[src/rtl/assert_macros.svh]
// ----------------------------------------------------------------------------
// Assertion macros
// Shared concurrent assertion shorthands for the RGB to HSV converter.
// ----------------------------------------------------------------------------
`ifndef ASSERT_MACROS_SVH
`define ASSERT_MACROS_SVH

// Assertion on an explicit clock and active-low reset
`define ASSERT_RST(label, clk, rst_n, prop, msg) \
  label: assert property (@(posedge clk) disable iff (!rst_n) prop) else $error(msg);

// Assertion on the default clk_i / rst_ni pair
`define ASSERT_CLK(label, prop, msg) \
  label: assert property (@(posedge clk_i) disable iff (!rst_ni) prop) else $error(msg);

`endif

[src/rtl/rgb2hsv_pkg.sv]
// ----------------------------------------------------------------------------
// rgb2hsv_pkg
// Types and constants shared by the RGB to HSV converter modules.
// ----------------------------------------------------------------------------
package rgb2hsv_pkg;

  // Field widths
  localparam int ChanW = 8;
  localparam int HueW  = 12;
  // Quotient width of both dividers (hue offset reaches 600)
  localparam int QuoW  = 10;

  // Hue constants, tenths of a degree
  localparam int HueSector = 600;
  localparam int HueGreen  = 1200;
  localparam int HueBlue   = 2400;
  localparam int HueFull   = 3600;
  localparam int FullScale = 255;

  // Default build settings
  localparam int DefaultQueueDepth = 4;
  localparam int DefaultDivSteps   = 2;

  // Which channel holds the maximum
  typedef enum logic [1:0] {
    SecRed   = 2'd0,
    SecGreen = 2'd1,
    SecBlue  = 2'd2
  } sector_e;

  // Input word
  typedef struct packed {
    logic [ChanW-1:0] red;
    logic [ChanW-1:0] green;
    logic [ChanW-1:0] blue;
  } pixel_t;

  // Output word
  typedef struct packed {
    logic [HueW-1:0]  hue;
    logic [ChanW-1:0] saturation;
    logic [ChanW-1:0] brightness;
  } hsv_t;

  // Classified pixel, front to back
  typedef struct packed {
    sector_e          sector;
    logic             neg;
    logic [ChanW-1:0] mag;
    logic [ChanW-1:0] delta;
    logic [ChanW-1:0] vmax;
  } cls_t;

  // Sideband carried alongside the divider pipeline
  typedef struct packed {
    sector_e          sector;
    logic             neg;
    logic             gray;
    logic [ChanW-1:0] vmax;
  } side_t;

endpackage

[src/rtl/rgb2hsv_front.sv]
// ----------------------------------------------------------------------------
// rgb2hsv_front
// Accepts pixels, finds max/min, sector and signed hue numerator; one
// register stage.
// ----------------------------------------------------------------------------
module rgb2hsv_front (
  input  logic                clk_i,
  input  logic                rst_ni,
  input  logic                in_valid_i,
  output logic                in_ready_o,
  input  rgb2hsv_pkg::pixel_t in_word_i,
  output logic                out_valid_o,
  input  logic                out_ready_i,
  output rgb2hsv_pkg::cls_t   out_cls_o
);

  logic              vld_q;
  rgb2hsv_pkg::cls_t cls_q, cls_d;

  assign in_ready_o  = !vld_q || out_ready_i;
  assign out_valid_o = vld_q;
  assign out_cls_o   = cls_q;

  // Classify: max (red wins ties, then green), min, delta, hue numerator
  always_comb begin
    logic [rgb2hsv_pkg::ChanW-1:0] r, g, b, mn;
    logic [rgb2hsv_pkg::ChanW:0]   diff, ndiff;
    r = in_word_i.red;
    g = in_word_i.green;
    b = in_word_i.blue;
    cls_d = '0;
    diff  = '0;
    priority if (r >= g && r >= b) begin
      cls_d.sector = rgb2hsv_pkg::SecRed;
      cls_d.vmax   = r;
      diff         = {1'b0, g} - {1'b0, b};
    end else if (g >= b) begin
      cls_d.sector = rgb2hsv_pkg::SecGreen;
      cls_d.vmax   = g;
      diff         = {1'b0, b} - {1'b0, r};
    end else begin
      cls_d.sector = rgb2hsv_pkg::SecBlue;
      cls_d.vmax   = b;
      diff         = {1'b0, r} - {1'b0, g};
    end
    priority if (r <= g && r <= b) begin
      mn = r;
    end else if (g <= b) begin
      mn = g;
    end else begin
      mn = b;
    end
    ndiff       = ~diff + 1'b1;
    cls_d.neg   = diff[rgb2hsv_pkg::ChanW];
    cls_d.mag   = cls_d.neg ? ndiff[rgb2hsv_pkg::ChanW-1:0] : diff[rgb2hsv_pkg::ChanW-1:0];
    cls_d.delta = cls_d.vmax - mn;
  end

  // Valid flag
  always_ff @(posedge clk_i or negedge rst_ni) begin
    if (!rst_ni) begin
      vld_q <= 1'b0;
    end else if (in_ready_o) begin
      vld_q <= in_valid_i;
    end
  end

  // Payload
  always_ff @(posedge clk_i) begin
    if (in_valid_i && in_ready_o) begin
      cls_q <= cls_d;
    end
  end

endmodule

[src/rtl/rgb2hsv_fifo.sv]
// ----------------------------------------------------------------------------
// rgb2hsv_fifo
// Short queue of classified words between the front and the back.
// ----------------------------------------------------------------------------
`include "assert_macros.svh"

module rgb2hsv_fifo #(
  parameter int Depth = rgb2hsv_pkg::DefaultQueueDepth
) (
  input  logic              clk_i,
  input  logic              rst_ni,
  input  logic              in_valid_i,
  output logic              in_ready_o,
  input  rgb2hsv_pkg::cls_t in_cls_i,
  output logic              out_valid_o,
  input  logic              out_ready_i,
  output rgb2hsv_pkg::cls_t out_cls_o
);

  localparam int AddrW = (Depth > 1) ? $clog2(Depth) : 1;
  localparam int CntW  = $clog2(Depth + 1);

  rgb2hsv_pkg::cls_t mem_q [Depth];
  logic [AddrW-1:0]  wr_ptr_q, rd_ptr_q;
  logic [CntW-1:0]   cnt_q;
  logic              push, pop;

  assign in_ready_o  = (cnt_q != CntW'(Depth));
  assign out_valid_o = (cnt_q != '0);
  assign push        = in_valid_i && in_ready_o;
  assign pop         = out_valid_o && out_ready_i;
  assign out_cls_o   = mem_q[rd_ptr_q];

  // Pointers and fill count
  always_ff @(posedge clk_i or negedge rst_ni) begin
    if (!rst_ni) begin
      wr_ptr_q <= '0;
      rd_ptr_q <= '0;
      cnt_q    <= '0;
    end else begin
      if (push) begin
        wr_ptr_q <= (wr_ptr_q == AddrW'(Depth - 1)) ? '0 : wr_ptr_q + 1'b1;
      end
      if (pop) begin
        rd_ptr_q <= (rd_ptr_q == AddrW'(Depth - 1)) ? '0 : rd_ptr_q + 1'b1;
      end
      if (push && !pop) begin
        cnt_q <= cnt_q + 1'b1;
      end else if (pop && !push) begin
        cnt_q <= cnt_q - 1'b1;
      end
    end
  end

  // Storage
  always_ff @(posedge clk_i) begin
    if (push) begin
      mem_q[wr_ptr_q] <= in_cls_i;
    end
  end

  `ASSERT_CLK(a_cnt_bound, cnt_q <= CntW'(Depth), "queue count above depth")
  `ASSERT_CLK(a_cnt_up, push && !pop |=> cnt_q == $past(cnt_q) + 1'b1, "count missed a push")
  `ASSERT_CLK(a_ptr_gap, cnt_q == '0 |-> wr_ptr_q == rd_ptr_q, "empty queue with pointer gap")

endmodule

[src/rtl/rgb2hsv_div.sv]
// ----------------------------------------------------------------------------
// rgb2hsv_div
// Pipelined restoring divider: a few quotient bits per stage, one word
// enters per enabled cycle.
// ----------------------------------------------------------------------------
module rgb2hsv_div #(
  parameter int QuoW  = rgb2hsv_pkg::QuoW,
  parameter int DenW  = rgb2hsv_pkg::ChanW,
  parameter int Steps = rgb2hsv_pkg::DefaultDivSteps
) (
  input  logic                   clk_i,
  input  logic                   en_i,
  input  logic [QuoW+DenW-1:0]   num_i,
  input  logic [DenW-1:0]        den_i,
  output logic [QuoW-1:0]        quo_o,
  output logic [DenW-1:0]        rem_o
);

  localparam int Stages = (QuoW + Steps - 1) / Steps;

  // Per stage: partial remainder, numerator bits shifting into quotient
  logic [DenW-1:0] rem_q [Stages];
  logic [QuoW-1:0] acc_q [Stages];
  logic [DenW-1:0] den_q [Stages];

  for (genvar s = 0; s < Stages; s++) begin : g_stage
    logic [DenW-1:0] rem_in, rem_nx;
    logic [QuoW-1:0] acc_in, acc_nx;
    logic [DenW-1:0] den_in;

    // Stage inputs: the top numerator bits start the remainder
    if (s == 0) begin : g_first
      assign rem_in = num_i[QuoW+DenW-1:QuoW];
      assign acc_in = num_i[QuoW-1:0];
      assign den_in = den_i;
    end else begin : g_next
      assign rem_in = rem_q[s-1];
      assign acc_in = acc_q[s-1];
      assign den_in = den_q[s-1];
    end

    // Shift-subtract steps of this stage
    always_comb begin
      logic [DenW:0] t;
      logic          qb;
      t      = '0;
      qb     = 1'b0;
      rem_nx = rem_in;
      acc_nx = acc_in;
      for (int j = 0; j < Steps; j++) begin
        if (s * Steps + j < QuoW) begin
          t  = {rem_nx, acc_nx[QuoW-1]};
          qb = (t >= {1'b0, den_in});
          if (qb) begin
            t = t - {1'b0, den_in};
          end
          rem_nx = t[DenW-1:0];
          acc_nx = {acc_nx[QuoW-2:0], qb};
        end
      end
    end

    always_ff @(posedge clk_i) begin
      if (en_i) begin
        rem_q[s] <= rem_nx;
        acc_q[s] <= acc_nx;
        den_q[s] <= den_in;
      end
    end
  end

  assign quo_o = acc_q[Stages-1];
  assign rem_o = rem_q[Stages-1];

endmodule

[src/rtl/rgb2hsv_back.sv]
// ----------------------------------------------------------------------------
// rgb2hsv_back
// Runs hue and saturation divisions side by side and assembles the HSV
// word in an output register.
// ----------------------------------------------------------------------------
`include "assert_macros.svh"

module rgb2hsv_back #(
  parameter int DivSteps = rgb2hsv_pkg::DefaultDivSteps
) (
  input  logic              clk_i,
  input  logic              rst_ni,
  input  logic              in_valid_i,
  output logic              in_ready_o,
  input  rgb2hsv_pkg::cls_t in_cls_i,
  output logic              out_valid_o,
  input  logic              out_ready_i,
  output rgb2hsv_pkg::hsv_t out_word_o
);

  localparam int QuoW   = rgb2hsv_pkg::QuoW;
  localparam int ChanW  = rgb2hsv_pkg::ChanW;
  localparam int HueW   = rgb2hsv_pkg::HueW;
  localparam int NumW   = QuoW + ChanW;
  localparam int Stages = (QuoW + DivSteps - 1) / DivSteps;

  logic               adv;
  logic               vld_q [Stages];
  rgb2hsv_pkg::side_t side_q [Stages];
  rgb2hsv_pkg::side_t side_in, side_out;
  logic [NumW-1:0]    hue_num, sat_num;
  logic [QuoW-1:0]    hue_quo, sat_quo;
  logic [ChanW-1:0]   hue_rem, sat_rem;
  logic               sat_chk;
  logic               out_vld_q;
  rgb2hsv_pkg::hsv_t  out_word_q, out_word_d;

  // Whole pipeline moves when the output register is free
  assign adv         = !out_vld_q || out_ready_i;
  assign in_ready_o  = adv;
  assign out_valid_o = out_vld_q;
  assign out_word_o  = out_word_q;

  // Constant-scaled numerators
  assign hue_num = NumW'(in_cls_i.mag) * NumW'(rgb2hsv_pkg::HueSector);
  assign sat_num = NumW'(in_cls_i.delta) * NumW'(rgb2hsv_pkg::FullScale);

  assign side_in.sector = in_cls_i.sector;
  assign side_in.neg    = in_cls_i.neg;
  assign side_in.gray   = (in_cls_i.delta == '0);
  assign side_in.vmax   = in_cls_i.vmax;

  rgb2hsv_div #(
    .QuoW  (QuoW),
    .DenW  (ChanW),
    .Steps (DivSteps)
  ) u_hue_div (
    .clk_i (clk_i),
    .en_i  (adv),
    .num_i (hue_num),
    .den_i (in_cls_i.delta),
    .quo_o (hue_quo),
    .rem_o (hue_rem)
  );

  rgb2hsv_div #(
    .QuoW  (QuoW),
    .DenW  (ChanW),
    .Steps (DivSteps)
  ) u_sat_div (
    .clk_i (clk_i),
    .en_i  (adv),
    .num_i (sat_num),
    .den_i (in_cls_i.vmax),
    .quo_o (sat_quo),
    .rem_o (sat_rem)
  );

  // Valid line matching the divider depth
  always_ff @(posedge clk_i or negedge rst_ni) begin
    if (!rst_ni) begin
      for (int s = 0; s < Stages; s++) begin
        vld_q[s] <= 1'b0;
      end
      out_vld_q <= 1'b0;
    end else if (adv) begin
      vld_q[0] <= in_valid_i;
      for (int s = 1; s < Stages; s++) begin
        vld_q[s] <= vld_q[s-1];
      end
      out_vld_q <= vld_q[Stages-1];
    end
  end

  // Sideband line and output word
  always_ff @(posedge clk_i) begin
    if (adv) begin
      side_q[0] <= side_in;
      for (int s = 1; s < Stages; s++) begin
        side_q[s] <= side_q[s-1];
      end
      out_word_q <= out_word_d;
    end
  end

  assign side_out = side_q[Stages-1];

  // Saturation division is meaningful for a valid, non-black word
  assign sat_chk = vld_q[Stages-1] && (side_out.vmax != '0);

  // Hue: sector base plus or minus the floored offset
  always_comb begin
    logic [HueW-1:0] xmag, base;
    xmag = HueW'(hue_quo) + HueW'(side_out.neg && (hue_rem != '0));
    unique case (side_out.sector)
      rgb2hsv_pkg::SecRed:   base = side_out.neg ? HueW'(rgb2hsv_pkg::HueFull) : '0;
      rgb2hsv_pkg::SecGreen: base = HueW'(rgb2hsv_pkg::HueGreen);
      rgb2hsv_pkg::SecBlue:  base = HueW'(rgb2hsv_pkg::HueBlue);
      default:               base = '0;
    endcase
    out_word_d.hue        = side_out.gray ? '0 :
                            (side_out.neg ? base - xmag : base + xmag);
    out_word_d.saturation = (side_out.vmax == '0) ? '0 : sat_quo[ChanW-1:0];
    out_word_d.brightness = side_out.vmax;
  end

  `ASSERT_CLK(a_hue_range, out_vld_q |-> out_word_q.hue < HueW'(rgb2hsv_pkg::HueFull), "hue out of range")
  `ASSERT_CLK(a_black, out_vld_q && out_word_q.brightness == '0 |-> out_word_q.saturation == '0 && out_word_q.hue == '0, "black pixel not zero")
  `ASSERT_CLK(a_drain, vld_q[Stages-1] && adv |=> out_vld_q, "finished word lost")
  `ASSERT_CLK(a_sat_quo, sat_chk |-> sat_quo[QuoW-1:ChanW] == '0, "saturation above full scale")
  `ASSERT_CLK(a_sat_rem, sat_chk |-> sat_rem < side_out.vmax, "saturation remainder too large")

endmodule

[src/rtl/rgb_to_hsv_converter.sv]
// ----------------------------------------------------------------------------
// rgb_to_hsv_converter
// Converts 8-bit RGB pixels to hue (tenths of a degree), saturation and
// value.
// ----------------------------------------------------------------------------
//  channel | signals                            | word
//  --------+------------------------------------+---------------------------
//  pixel   | in_valid_i, in_ready_o, in_word_i  | red, green, blue
//  hsv     | out_valid_o, out_ready_i, out_word_o | hue, saturation, brightness
//
// One pixel per clock sustained while the output is not stalled. Pipeline:
// front register, queue, divider stages, output register.
// The two pipelined dividers (quotient bits per stage = DivSteps) set depth.
// Reset clears only valid flags, queue pointers and count.
// An output stall freezes the back; the queue absorbs QueueDepth words
// before the front stalls.
// ----------------------------------------------------------------------------
module rgb_to_hsv_converter #(
  parameter int QueueDepth = rgb2hsv_pkg::DefaultQueueDepth,
  parameter int DivSteps   = rgb2hsv_pkg::DefaultDivSteps
) (
  input  logic                clk_i,
  input  logic                rst_ni,
  input  logic                in_valid_i,
  output logic                in_ready_o,
  input  rgb2hsv_pkg::pixel_t in_word_i,
  output logic                out_valid_o,
  input  logic                out_ready_i,
  output rgb2hsv_pkg::hsv_t   out_word_o
);

  logic              fr_valid, fr_ready;
  rgb2hsv_pkg::cls_t fr_cls;
  logic              q_valid, q_ready;
  rgb2hsv_pkg::cls_t q_cls;

  // Front: classify
  rgb2hsv_front u_front (
    .clk_i       (clk_i),
    .rst_ni      (rst_ni),
    .in_valid_i  (in_valid_i),
    .in_ready_o  (in_ready_o),
    .in_word_i   (in_word_i),
    .out_valid_o (fr_valid),
    .out_ready_i (fr_ready),
    .out_cls_o   (fr_cls)
  );

  // Decoupling queue
  rgb2hsv_fifo #(
    .Depth (QueueDepth)
  ) u_fifo (
    .clk_i       (clk_i),
    .rst_ni      (rst_ni),
    .in_valid_i  (fr_valid),
    .in_ready_o  (fr_ready),
    .in_cls_i    (fr_cls),
    .out_valid_o (q_valid),
    .out_ready_i (q_ready),
    .out_cls_o   (q_cls)
  );

  // Back: divide and assemble
  rgb2hsv_back #(
    .DivSteps (DivSteps)
  ) u_back (
    .clk_i       (clk_i),
    .rst_ni      (rst_ni),
    .in_valid_i  (q_valid),
    .in_ready_o  (q_ready),
    .in_cls_i    (q_cls),
    .out_valid_o (out_valid_o),
    .out_ready_i (out_ready_i),
    .out_word_o  (out_word_o)
  );

endmodule

[config.mk]
export PLATFORM = sky130hd
export DESIGN_NAME = rgb_to_hsv_converter
export DESIGN_NICKNAME = d
export VERILOG_FILES = /design/src/rtl/rgb2hsv_pkg.sv /design/src/rtl/rgb2hsv_front.sv /design/src/rtl/rgb2hsv_fifo.sv /design/src/rtl/rgb2hsv_div.sv /design/src/rtl/rgb2hsv_back.sv /design/src/rtl/rgb_to_hsv_converter.sv
export VERILOG_INCLUDE_DIRS = /design/src /design/src/rtl
export SDC_FILE = /design/constraint.sdc
export NUM_CORES = 1
export LEC_CHECK = 0
export BUFFER_PORTS_ARGS = -buffer_cell sky130_fd_sc_hd__buf_2
export CELL_PAD_IN_SITES_DETAIL_PLACEMENT = 1
export CELL_PAD_IN_SITES_GLOBAL_PLACEMENT = 1
export CORE_ASPECT_RATIO = 0.7
export CORE_MARGIN = 2
export CORE_UTILIZATION = 49
export DETAILED_ROUTE_END_ITERATION = 12
export PLACE_DENSITY_LB_ADDON = 0.1
export SETUP_SLACK_MARGIN = 0.5
export SYNTH_ARGS = -nofsm -noshare
export SYNTH_HDL_FRONTEND = slang
export SYNTH_SLANG_ARGS = --single-unit
export TNS_END_PERCENT = 1
[constraint.sdc]
create_clock -name clk_i -period 17.95 [get_ports clk_i]
set_input_delay 1.795 -clock clk_i [delete_from_list [all_inputs] [get_ports clk_i]]
set_output_delay 1.795 -clock clk_i [all_outputs]
set_load 0.01 [all_outputs]
==> impl_metrics.toml, run 1 <==
[critical_path]
timing.setup.critical_path_class = "reg -> reg"
crit_arrival_ns = 9.82
worst_setup_path_start_kind = "flop"
reg2reg_setup_slack_ns = 8.43
critPathMaxStageDelay_ns = 1.04
timing.critical_path.required_ns = 18.25
crit_path_max_fanout = 30
timing.critical_path.slowest_stage_cell = "sky130_fd_sc_hd__dfrtp_2"
cp_common_cell = "sky130_fd_sc_hd__o21ai_0"
critical_path.endpoint_type = "flop"

[logic_synthesis]
synthesis.area_sq_um = 26990
post_synth_inst_count = 2258
synth-seq-area-share = 0.4602
dominantRegCellSynth = "sky130_fd_sc_hd__edfxtp_1"
yosysWarningCount = 0
synth_nets = 2633
synthArstFlopShare = 0.03365
number_of_flops_mapped_to_enable_cells_by_yosys = 402
synthesis.area_per_instance_sq_um = 11.95
netlist-cell-type-count = 73
ys_seq_elements = 416

[flow_run]
cap_violations = 0

[final_layout]
final-seq-area_sq_um = 12420
share_of_cells_above_drive_strength_1 = 0.1359
finalNetCount = 2726
num-fill-cells = 5562
multi_input_comb_area_sq_um = 13410
syn_to_final_growth_pct = 9.939
antenna_cell_count = 0

[timing]
setup_viol_count_final = 0
finalCritPeriodShare = 0.5301
finClkSkew_ns = 0.02328
fin_tns_setup_ns = 0
slew_headroom = 0.3236
rsz0062_at_grt = "no"
max_slew.worst_pin.slew_ns = 1.015
timing.final.hold_violations = 0
fmax_mhz = 105.1
final.min_clock_period_ns = 9.516
slew_viol_final = 0

[die]
fp-row-count = 71
io-pin-count = 58
design.die.area_sq_um = 57010
initial_utilization = 0.4989
die_w_um = 284.5
die_h_um = 200.4
core_sq_um = 54100

[drt]
routedWlPerCell_um = 19.42
route.antenna.remaining_nets = 0
drt-total-wl_um = 60490
avgViaCountPerCell = 5.517
detailedRoute.firstIterationViolations = 891
detailedRoute.firstPassIterationCount = 5
detail_route.drc_violations = 0
routed-via-count = 17181

[outcome]
outcome = "completed"

[clocking]
clock_insertion_delay_worst_skew_ns = 0.57
postCtsSetupRepairBufs = 0
cts_root_buffer = "sky130_fd_sc_hd__clkbuf_16"
cts_buffers = 43
cts.repair.resized = 0
cts.hold.buffers_added = 0
cts_htree_levels = 2
cts.path.max_buffers = 3
cts.clk_slew.worst_paths_ns = 0.06
clock_tree_from_tritoncts = "done"
tritoncts_num_sinks = 416

[global_routing]
grt_usage = 0.2143
grt_first_pass_wirelength_um = 98610
grt_max_degree = 82
globalRouteOverflowTotal = 0
grt_pass1_vias = 18371
antenna_found_initial = 0

[placed_design]
hpwl_detailed_um = 46500
place.port_buffers = 57
gp_congestion = 0.8306

[hold_path]
hp-class = "reg -> reg"
worst max-delay path, delay by kind of cell (launching register included):
kind / cells / cell delay [ns]
compound gates: 15 / 2.90
fa+ha+maj: 7 / 2.87
mux: 3 / 1.48
flops: 1 / 1.04
simple gates: 4 / 0.54
xor+xnor: 1 / 0.20
buf+inv: 3 / 0.16
placed cells by master (no fill, tap or decap), types with 8 or more instances in the layout:
cell	synthesis	routed
sky130_fd_sc_hd__a31oi_1	20	20
sky130_fd_sc_hd__mux2_2	122	122
sky130_fd_sc_hd__o21ai_1	22	22
sky130_fd_sc_hd__ha_1	289	289
sky130_fd_sc_hd__nand2b_1	33	32
sky130_fd_sc_hd__nand2_1	80	80
sky130_fd_sc_hd__or2_2	10	10
sky130_fd_sc_hd__clkbuf_16	0	43
sky130_fd_sc_hd__and3_1	12	12
sky130_fd_sc_hd__o21ai_0	97	97
sky130_fd_sc_hd__xor2_1	68	68
sky130_fd_sc_hd__nor3_1	17	17
sky130_fd_sc_hd__nor2b_1	47	47
sky130_fd_sc_hd__fa_1	58	58
sky130_fd_sc_hd__nor2_1	139	139
sky130_fd_sc_hd__edfxtp_1	402	402
sky130_fd_sc_hd__xnor2_1	91	91
sky130_fd_sc_hd__o21a_1	16	16
sky130_fd_sc_hd__mux4_2	27	27
sky130_fd_sc_hd__mux2i_1	36	36
sky130_fd_sc_hd__and2_1	17	17
sky130_fd_sc_hd__buf_4	0	14
sky130_fd_sc_hd__nand3_1	22	22
sky130_fd_sc_hd__o21bai_1	13	13
sky130_fd_sc_hd__clkinv_1	0	8
sky130_fd_sc_hd__a21oi_1	108	107
sky130_fd_sc_hd__a21o_1	54	54
sky130_fd_sc_hd__inv_1	284	284
sky130_fd_sc_hd__nand4_1	27	27
sky130_fd_sc_hd__dfrtp_1	14	13
sky130_fd_sc_hd__buf_2	10	57
sky130_fd_sc_hd__a21boi_1	10	10
cells by family after synthesis:
kind of cell,synth area share
and+or+nand+nor,0.07732
adders and majority gates,0.1770
buffers and inverters,0.04330
xor gates and xnor gates,0.05280
muxes,0.08734
DFF,0.4602
AOI/OAI and AO/OA,0.1020
cell type report:
type                       count  share of cell area
sequential                   416              0.4187
multi-input combinational   1534              0.4520
inverter                     285             0.03605
tap                          730             0.03078
clock buffer                  52             0.03808
clock inverter                26             0.01130
timing repair buffer          71             0.01316
metrics by stage:
step | setup slack [ns] | cell area (sq um) | util | std cells | hold WS (ns)
after global routing | 7.739 | 29670 | 0.5485 | 3114 | 0.4142
after global placement | 8.772 | 28210 | 0.5214 | 3036 | 0.4009
final | 8.434 | 29670 | 0.5485 | 3114 | 0.4158
after CTS | 8.392 | 29670 | 0.5485 | 3114 | 0.4151
after floorplan | 6.704 | 26990 | - | 2258 | 0.4003
after detailed placement | 8.443 | 28210 | 0.5214 | 3036 | 0.4052
cells in the mapped netlist (all sizes together), types with 8 or more instances:
cell type,n,area share
nor2,139,0.019
nand2,80,0.011
and3,12,0.0028
edfxtp,402,0.45
fa,58,0.043
clkbuf,9,0.0013
nor3,17,0.0032
and2,17,0.0039
ha,289,0.13
mux2,123,0.051
nand4,27,0.0063
inv,285,0.040
a21boi,17,0.0047
xnor2,93,0.031
buf,14,0.0024
nor2b,47,0.011
nand3,22,0.0041
nand2b,33,0.0076
a21o,54,0.015
o21ai,122,0.023
mux2i,36,0.013
xor2,68,0.022
o21bai,13,0.0036
o21a,16,0.0045
dfrtp,14,0.013
a31oi,21,0.0054
a221oi,8,0.0071
a21oi,114,0.022
mux4,27,0.023
or2,11,0.0025
worst paths after layout:
path,startpoint,to,cells after the start
max,u_fifo.rd_ptr_q[0],u_back.u_sat_div.rem_q[0][5],33
min,u_back.u_hue_div.acc_q[0][36],u_back.u_hue_div.acc_q[0][48],0
max reg2reg,u_fifo.rd_ptr_q[0],u_back.u_sat_div.rem_q[0][5],33
min reg2reg,u_back.u_hue_div.acc_q[0][36],u_back.u_hue_div.acc_q[0][48],0
max in group asynchronous,rst_ni,u_fifo.rd_ptr_q[0],1
min in group asynchronous,rst_ni,u_fifo.wr_ptr_q[0],1
state kept, by name (all words and copies together), names as in the netlist:
name                    flops
u_fifo.mem_q              108
u_back.u_sat_div.den_q     31
u_fifo.cnt_q                3
u_front.out_valid_o         1
u_back.u_hue_div.den_q     32
u_back.out_word_o          28
u_back.u_sat_div.rem_q     32
u_fifo.wr_ptr_q             2
u_back.vld_q                5
u_front.out_cls_o          27
u_back.side_q              29
u_back.out_valid_o          1
u_back.u_hue_div.rem_q     40
u_back.u_hue_div.acc_q     39
u_back.u_sat_div.acc_q     36
u_fifo.rd_ptr_q             2
layer usage:
layer  vias to the layer above  part of all wire  global-route usage
li1                       8336                 -                   -
met1                      8577              0.49              0.3005
met2                       201              0.47              0.3590
met3                        67             0.028             0.02756
met4                         0             0.014             0.04192
met5                         -                 0                   0
Power of run 1 is left out: the tool's default activity adds up to more than one toggle a clock period on the data nets, which glitch-free logic cannot reach.
==> run 2: changes to the inputs <==
- clock period: 17.95 -> 9.7 ns (I/O delays scaled with it)
==> run 2 against run 1 <==
Effect of this change:
- die area did not move
- register-to-register slack got worse by 7.5 ns
- clock skew shrank 0.0024 ns
- global-route usage decreased by 0.68 points
- sequential cell count did not move
- cell count grew 0.22%
- via count is 0.42% lower
- maximum frequency increased by 8.4%
- non-clock buffer count increased by 12
- first-iteration DRC count down 12%
- worst hold slack worse by 0.12 ns
- critical path type unchanged
- largest cell class unchanged
- highest routed layer unchanged
==> impl_metrics.toml, run 2 (synthesis gave the netlist of run 1 again) <==
[outcome]
outcome = "completed"

[critical_path]
worst_setup_path_start_kind = "flop"
timing.critical_path.slowest_stage_cell = "sky130_fd_sc_hd__mux4_2"
timing.critical_path.required_ns = 10.02
crit_arrival_ns = 9.10
critPathMaxStageDelay_ns = 0.59
crit_path_max_fanout = 8
timing.setup.critical_path_class = "reg -> reg"
critical_path.endpoint_type = "flop"

[final_layout]
final_design_area_no_fill_sq_um = 29670
syn_to_final_growth_pct = 9.934
share_of_cells_above_drive_strength_1 = 0.1423
reg_top3 = "u_fifo.mem_q x108, u_back.u_hue_div.rem_q x40, u_back.u_hue_div.acc_q x39"
largest_reg_flops = 108
top_register = "u_fifo.mem_q"
layout.cells.most_common_list = "402 x sky130_fd_sc_hd__edfxtp_1, 289 x sky130_fd_sc_hd__ha_1, 282 x sky130_fd_sc_hd__inv_1"
layout.cells.most_common = "sky130_fd_sc_hd__edfxtp_1"
num-fill-cells = 5579
finalNetCount = 2737

[timing]
final.min_clock_period_ns = 8.781
finalCritPeriodShare = 0.9053
timing.final.hold_violations = 0
fmax_mhz = 113.9
max_slew.worst_pin.slew_ns = 0.9703
fin_tns_setup_ns = 0
rsz0062_at_grt = "yes"
setup_viol_count_final = 0
slew_headroom = 0.3531
finClkSkew_ns = 0.02089
slew_viol_final = 0

[drt]
drt-total-wl_um = 58900
avgViaCountPerCell = 5.482
route.antenna.remaining_nets = 0
detailedRoute.firstPassIterationCount = 5
routedWlPerCell_um = 18.87
detailedRoute.firstIterationViolations = 785
routed-via-count = 17109
detail_route.drc_violations = 0

[global_routing]
grt_first_pass_wirelength_um = 95970
antenna_found_initial = 2
gr-usage-met3 = 0.02677
grt_max_degree = 81
busiest_layer = "met2"
grt_usage = 0.2075
grt_pass1_vias = 18297
globalRouteOverflowTotal = 0
global_route.usage.met2 = 0.3469
grtUsageMet1 = 0.2874

[die]
core_sq_um = 54100
design.die.area_sq_um = 57010
fp-row-count = 71
initial_utilization = 0.4989
die_w_um = 284.5
io-pin-count = 58
die_h_um = 200.4

[clocking]
cts.path.max_buffers = 3
cts_buffers = 42
cts_htree_levels = 2
cts.clk_slew.worst_paths_ns = 0.06
cts.hold.buffers_added = 0
cts_root_buffer = "sky130_fd_sc_hd__clkbuf_16"
tritoncts_num_sinks = 416
clock_tree_from_tritoncts = "done"
clock_insertion_delay_worst_skew_ns = 0.58

[placed_design]
gp_congestion = 0.8810
hpwl_detailed_um = 45360
place_area_sq_um = 28220
place.port_buffers = 57

[hold_path]
hp-class = "in -> async"

[flow_run]
cap_violations = 0
## run 2: area by class of cell
class                   count  area [sq um]  share of cell area
diodes                      1         2.502          0.00008433
well taps                 730         913.4             0.03078
repair buffers             83         495.5             0.01670
multi-input cells        1534         13440              0.4528
flip-flops and latches    416         12430              0.4189
clock buffers              48          1074             0.03618
clock inverters            24         245.2            0.008265
inverters                 285          1077             0.03631
## run 2: worst paths after layout
check	from	to	slack, ns	cells past startpoint
min reg2reg	u_back.u_sat_div.acc_q[2][2]	u_back.u_sat_div.acc_q[3][4]	0.42	0
max in group asynchronous	rst_ni	u_fifo.rd_ptr_q[0]	9.13	1
min in group clk_i	u_back.u_sat_div.acc_q[2][2]	u_back.u_sat_div.acc_q[3][4]	0.42	0
max	u_fifo.rd_ptr_q[0]	u_back.u_sat_div.rem_q[0][1]	0.92	33
max reg2reg	u_fifo.rd_ptr_q[0]	u_back.u_sat_div.rem_q[0][1]	0.92	33
min	rst_ni	u_back.vld_q[2]	0.30	1
## run 2: worst max-delay path: cells and delay by family, from the launching register on
kind / cells / cell delay (ns)
buf+inv: 5 / 0.69
mux: 3 / 1.19
fa+ha+maj: 7 / 3.06
flops: 1 / 0.53
compound gates: 14 / 2.49
simple gates: 4 / 0.60
## run 2: repair_timing
| action | 4_1_cts | 5_1_grt |
|---|---|---|
| pin swaps | 0 | 1 |
| resized for setup | 2 | 10 |
| setup buffers | 1 | 9 |
| endpoints found under the setup margin | 7 | 16 |
## run 2: per-stage QoR
step	worst slack (ns)	hold WS, ns	cells	util
finish	0.9185	0.2961	3121	0.5485
global route	0.4087	0.2919	3120	0.5484
CTS	0.6120	0.2718	3111	0.5464
detailed placement	0.3377	0.4057	3038	0.5217
global placement	0.7649	0.4027	3038	0.5217
floorplan	0.6286	0.4003	2258	-
## run 2: metal layers
layer  share of wire  routed length, um
met1            0.49              28570
met2            0.47              27580
met3           0.028               1652
met4           0.018               1087
met5               0                  0
Power of run 2 is left out for the same reason.
==> run 3: changes to the inputs <==
- clock period: 9.7 -> 8.5 ns (I/O delays scaled with it)
==> run 3 against run 2 <==
Effect of this change:
- sequential cell count did not move
- register-to-register slack worse by 0.36 ns
- via count rose by 2.0%
- highest routed layer unchanged
- non-clock buffer count grew 71
- cell count increased by 2.5%
- clock skew up 0.0021 ns
- critical path depth did not move
==> impl_metrics.toml, run 3 (synthesis gave the netlist of run 1 again) <==
[drt]
routed-via-count = 17452
route.antenna.remaining_nets = 0
detail_route.drc_violations = 0
routedWlPerCell_um = 19.10
drt-total-wl_um = 61110
detailedRoute.firstIterationViolations = 757
avgViaCountPerCell = 5.455
detailedRoute.firstPassIterationCount = 5

[die]
core_sq_um = 54100
fp-row-count = 71
design.die.area_sq_um = 57010
die_h_um = 200.4
die_w_um = 284.5
io-pin-count = 58
initial_utilization = 0.4989

[critical_path]
reg2reg_setup_slack_ns = 0.56
timing.critical_path.slowest_stage_cell = "sky130_fd_sc_hd__mux4_2"
crit_arrival_ns = 8.26
crit_path_max_fanout = 10
critPathMaxStageDelay_ns = 0.55
critical_path.endpoint_type = "flop"
worst_setup_path_start_kind = "flop"
regToRegStartpoint = "u_fifo.rd_ptr_q[0]"
timing.critical_path.required_ns = 8.82
critical_path_start = "u_fifo.rd_ptr_q[0]"
cp_common_cell = "sky130_fd_sc_hd__ha_1"
timing.setup.critical_path_class = "reg -> reg"

[global_routing]
grt_max_degree = 173
grt_first_pass_wirelength_um = 98210
grt_pass1_vias = 18653
globalRouteOverflowTotal = 0
grt_usage = 0.2122
antenna_found_initial = 1

[placed_design]
gp_congestion = 0.8661
place_ws_ns = -0.4949
hpwl_detailed_um = 45510
place.port_buffers = 57
place_area_sq_um = 28390

[timing]
layout_setup_ws_ns = 0.5618
finClkSkew_ns = 0.02298
slew_viol_final = 0
timing.hold.ws_ns = 0.1707
max_slew.worst_pin.slew_ns = 0.9235
rsz0062_at_grt = "yes"
fmax_mhz = 126.0
slew_headroom = 0.3668
finalCritPeriodShare = 0.9339
final.min_clock_period_ns = 7.938
fin_tns_setup_ns = 0
timing.final.hold_violations = 0
setup_viol_count_final = 0

[final_layout]
syn_to_final_growth_pct = 14.53
num-fill-cells = 5531
reg_top3 = "u_fifo.mem_q x108, u_back.u_hue_div.rem_q x40, u_back.u_hue_div.acc_q x39"
antenna_cell_count = 0
layout.cells.most_common_list = "402 x sky130_fd_sc_hd__edfxtp_1, 277 x sky130_fd_sc_hd__inv_1, 269 x sky130_fd_sc_hd__ha_1"
finalNetCount = 2810
share_of_cells_above_drive_strength_1 = 0.1977
layout.cells.most_common = "sky130_fd_sc_hd__edfxtp_1"
top_register = "u_fifo.mem_q"
largest_reg_flops = 108
final_design_area_no_fill_sq_um = 30910

[clocking]
cts.clk_slew.worst_paths_ns = 0.07
clock_tree_from_tritoncts = "done"
cts.path.max_buffers = 3
cts_buffers = 43
clock_insertion_delay_worst_skew_ns = 0.58
cts_htree_levels = 2
tritoncts_num_sinks = 416
cts_root_buffer = "sky130_fd_sc_hd__clkbuf_16"

[outcome]
outcome = "completed"

[hold_path]
hp-class = "in -> async"

[flow_run]
cap_violations = 0
[run 3: cell types whose count changed in the layout (fill, tap and decap cells not counted), sizes merged]
cell	change
diode	-1
clkinvlp	-4
inv	+3
buf	+71
clkinv	+1
clkbuf	+7
o21ai	+1
[run 3: metal layers]
metal | track usage | part of all wire | vias up
met4 | 0.04944 | 0.017 | 0
met1 | 0.2954 | 0.48 | 8681
met2 | 0.3563 | 0.48 | 201
li1 | - | - | 8500
met3 | 0.02483 | 0.027 | 70
met5 | 0 | 0 | -
[run 3: area by class of cell]
class	instances	area (sq um)	share of cell area
multi-input cells	1535	14000	0.4528
flip-flops and latches	416	12420	0.4019
clock buffers	55	1174	0.03797
repair buffers	154	1085	0.03509
inverters	285	1072	0.03469
well taps	730	913.4	0.02955
clock inverters	24	246.5	0.007973
[run 3: worst paths after layout]
path	cells past startpoint	to
max	33	u_back.u_hue_div.rem_q[0][2]
min	1	u_back.vld_q[3]
max reg2reg	33	u_back.u_hue_div.rem_q[0][2]
min reg2reg	0	u_back.u_hue_div.acc_q[0][47]
max in group asynchronous	1	u_fifo.rd_ptr_q[0]
min in group clk_i	0	u_back.u_hue_div.acc_q[0][47]
[run 3: repair_timing]
action | in CTS | in global routing
setup endpoints to repair | 17 | 17
resized for setup | 53 | 73
gates cloned | 1 | 0
pin swaps | 19 | 70
hold buffers | 0 | 0
buffers inserted | 26 | 35
[run 3: per-stage QoR]
| step | std cells | util |
|---|---|---|
| 3_5_place_dp | 3058 | 0.5247 |
| 5_1_grt | 3199 | 0.5714 |
| 6_report | 3199 | 0.5714 |
| 3_3_place_gp | 3058 | 0.5247 |
| 4_1_cts | 3164 | 0.5596 |
| 2_1_floorplan | 2258 | - |
[run 3: worst max-delay path, delay by kind of cell, from the launching register on]
| family | cells | cell delay [ns] |
|---|---|---|
| xor gates and xnor gates | 1 | 0.25 |
| AOI/OAI and AO/OA | 12 | 2.07 |
| buffers and inverters | 6 | 0.66 |
| and+or+nand+nor | 4 | 0.58 |
| muxes | 3 | 1.19 |
| adders and majority gates | 7 | 2.48 |
| DFF | 1 | 0.45 |
Power of run 3 is left out for the same reason.
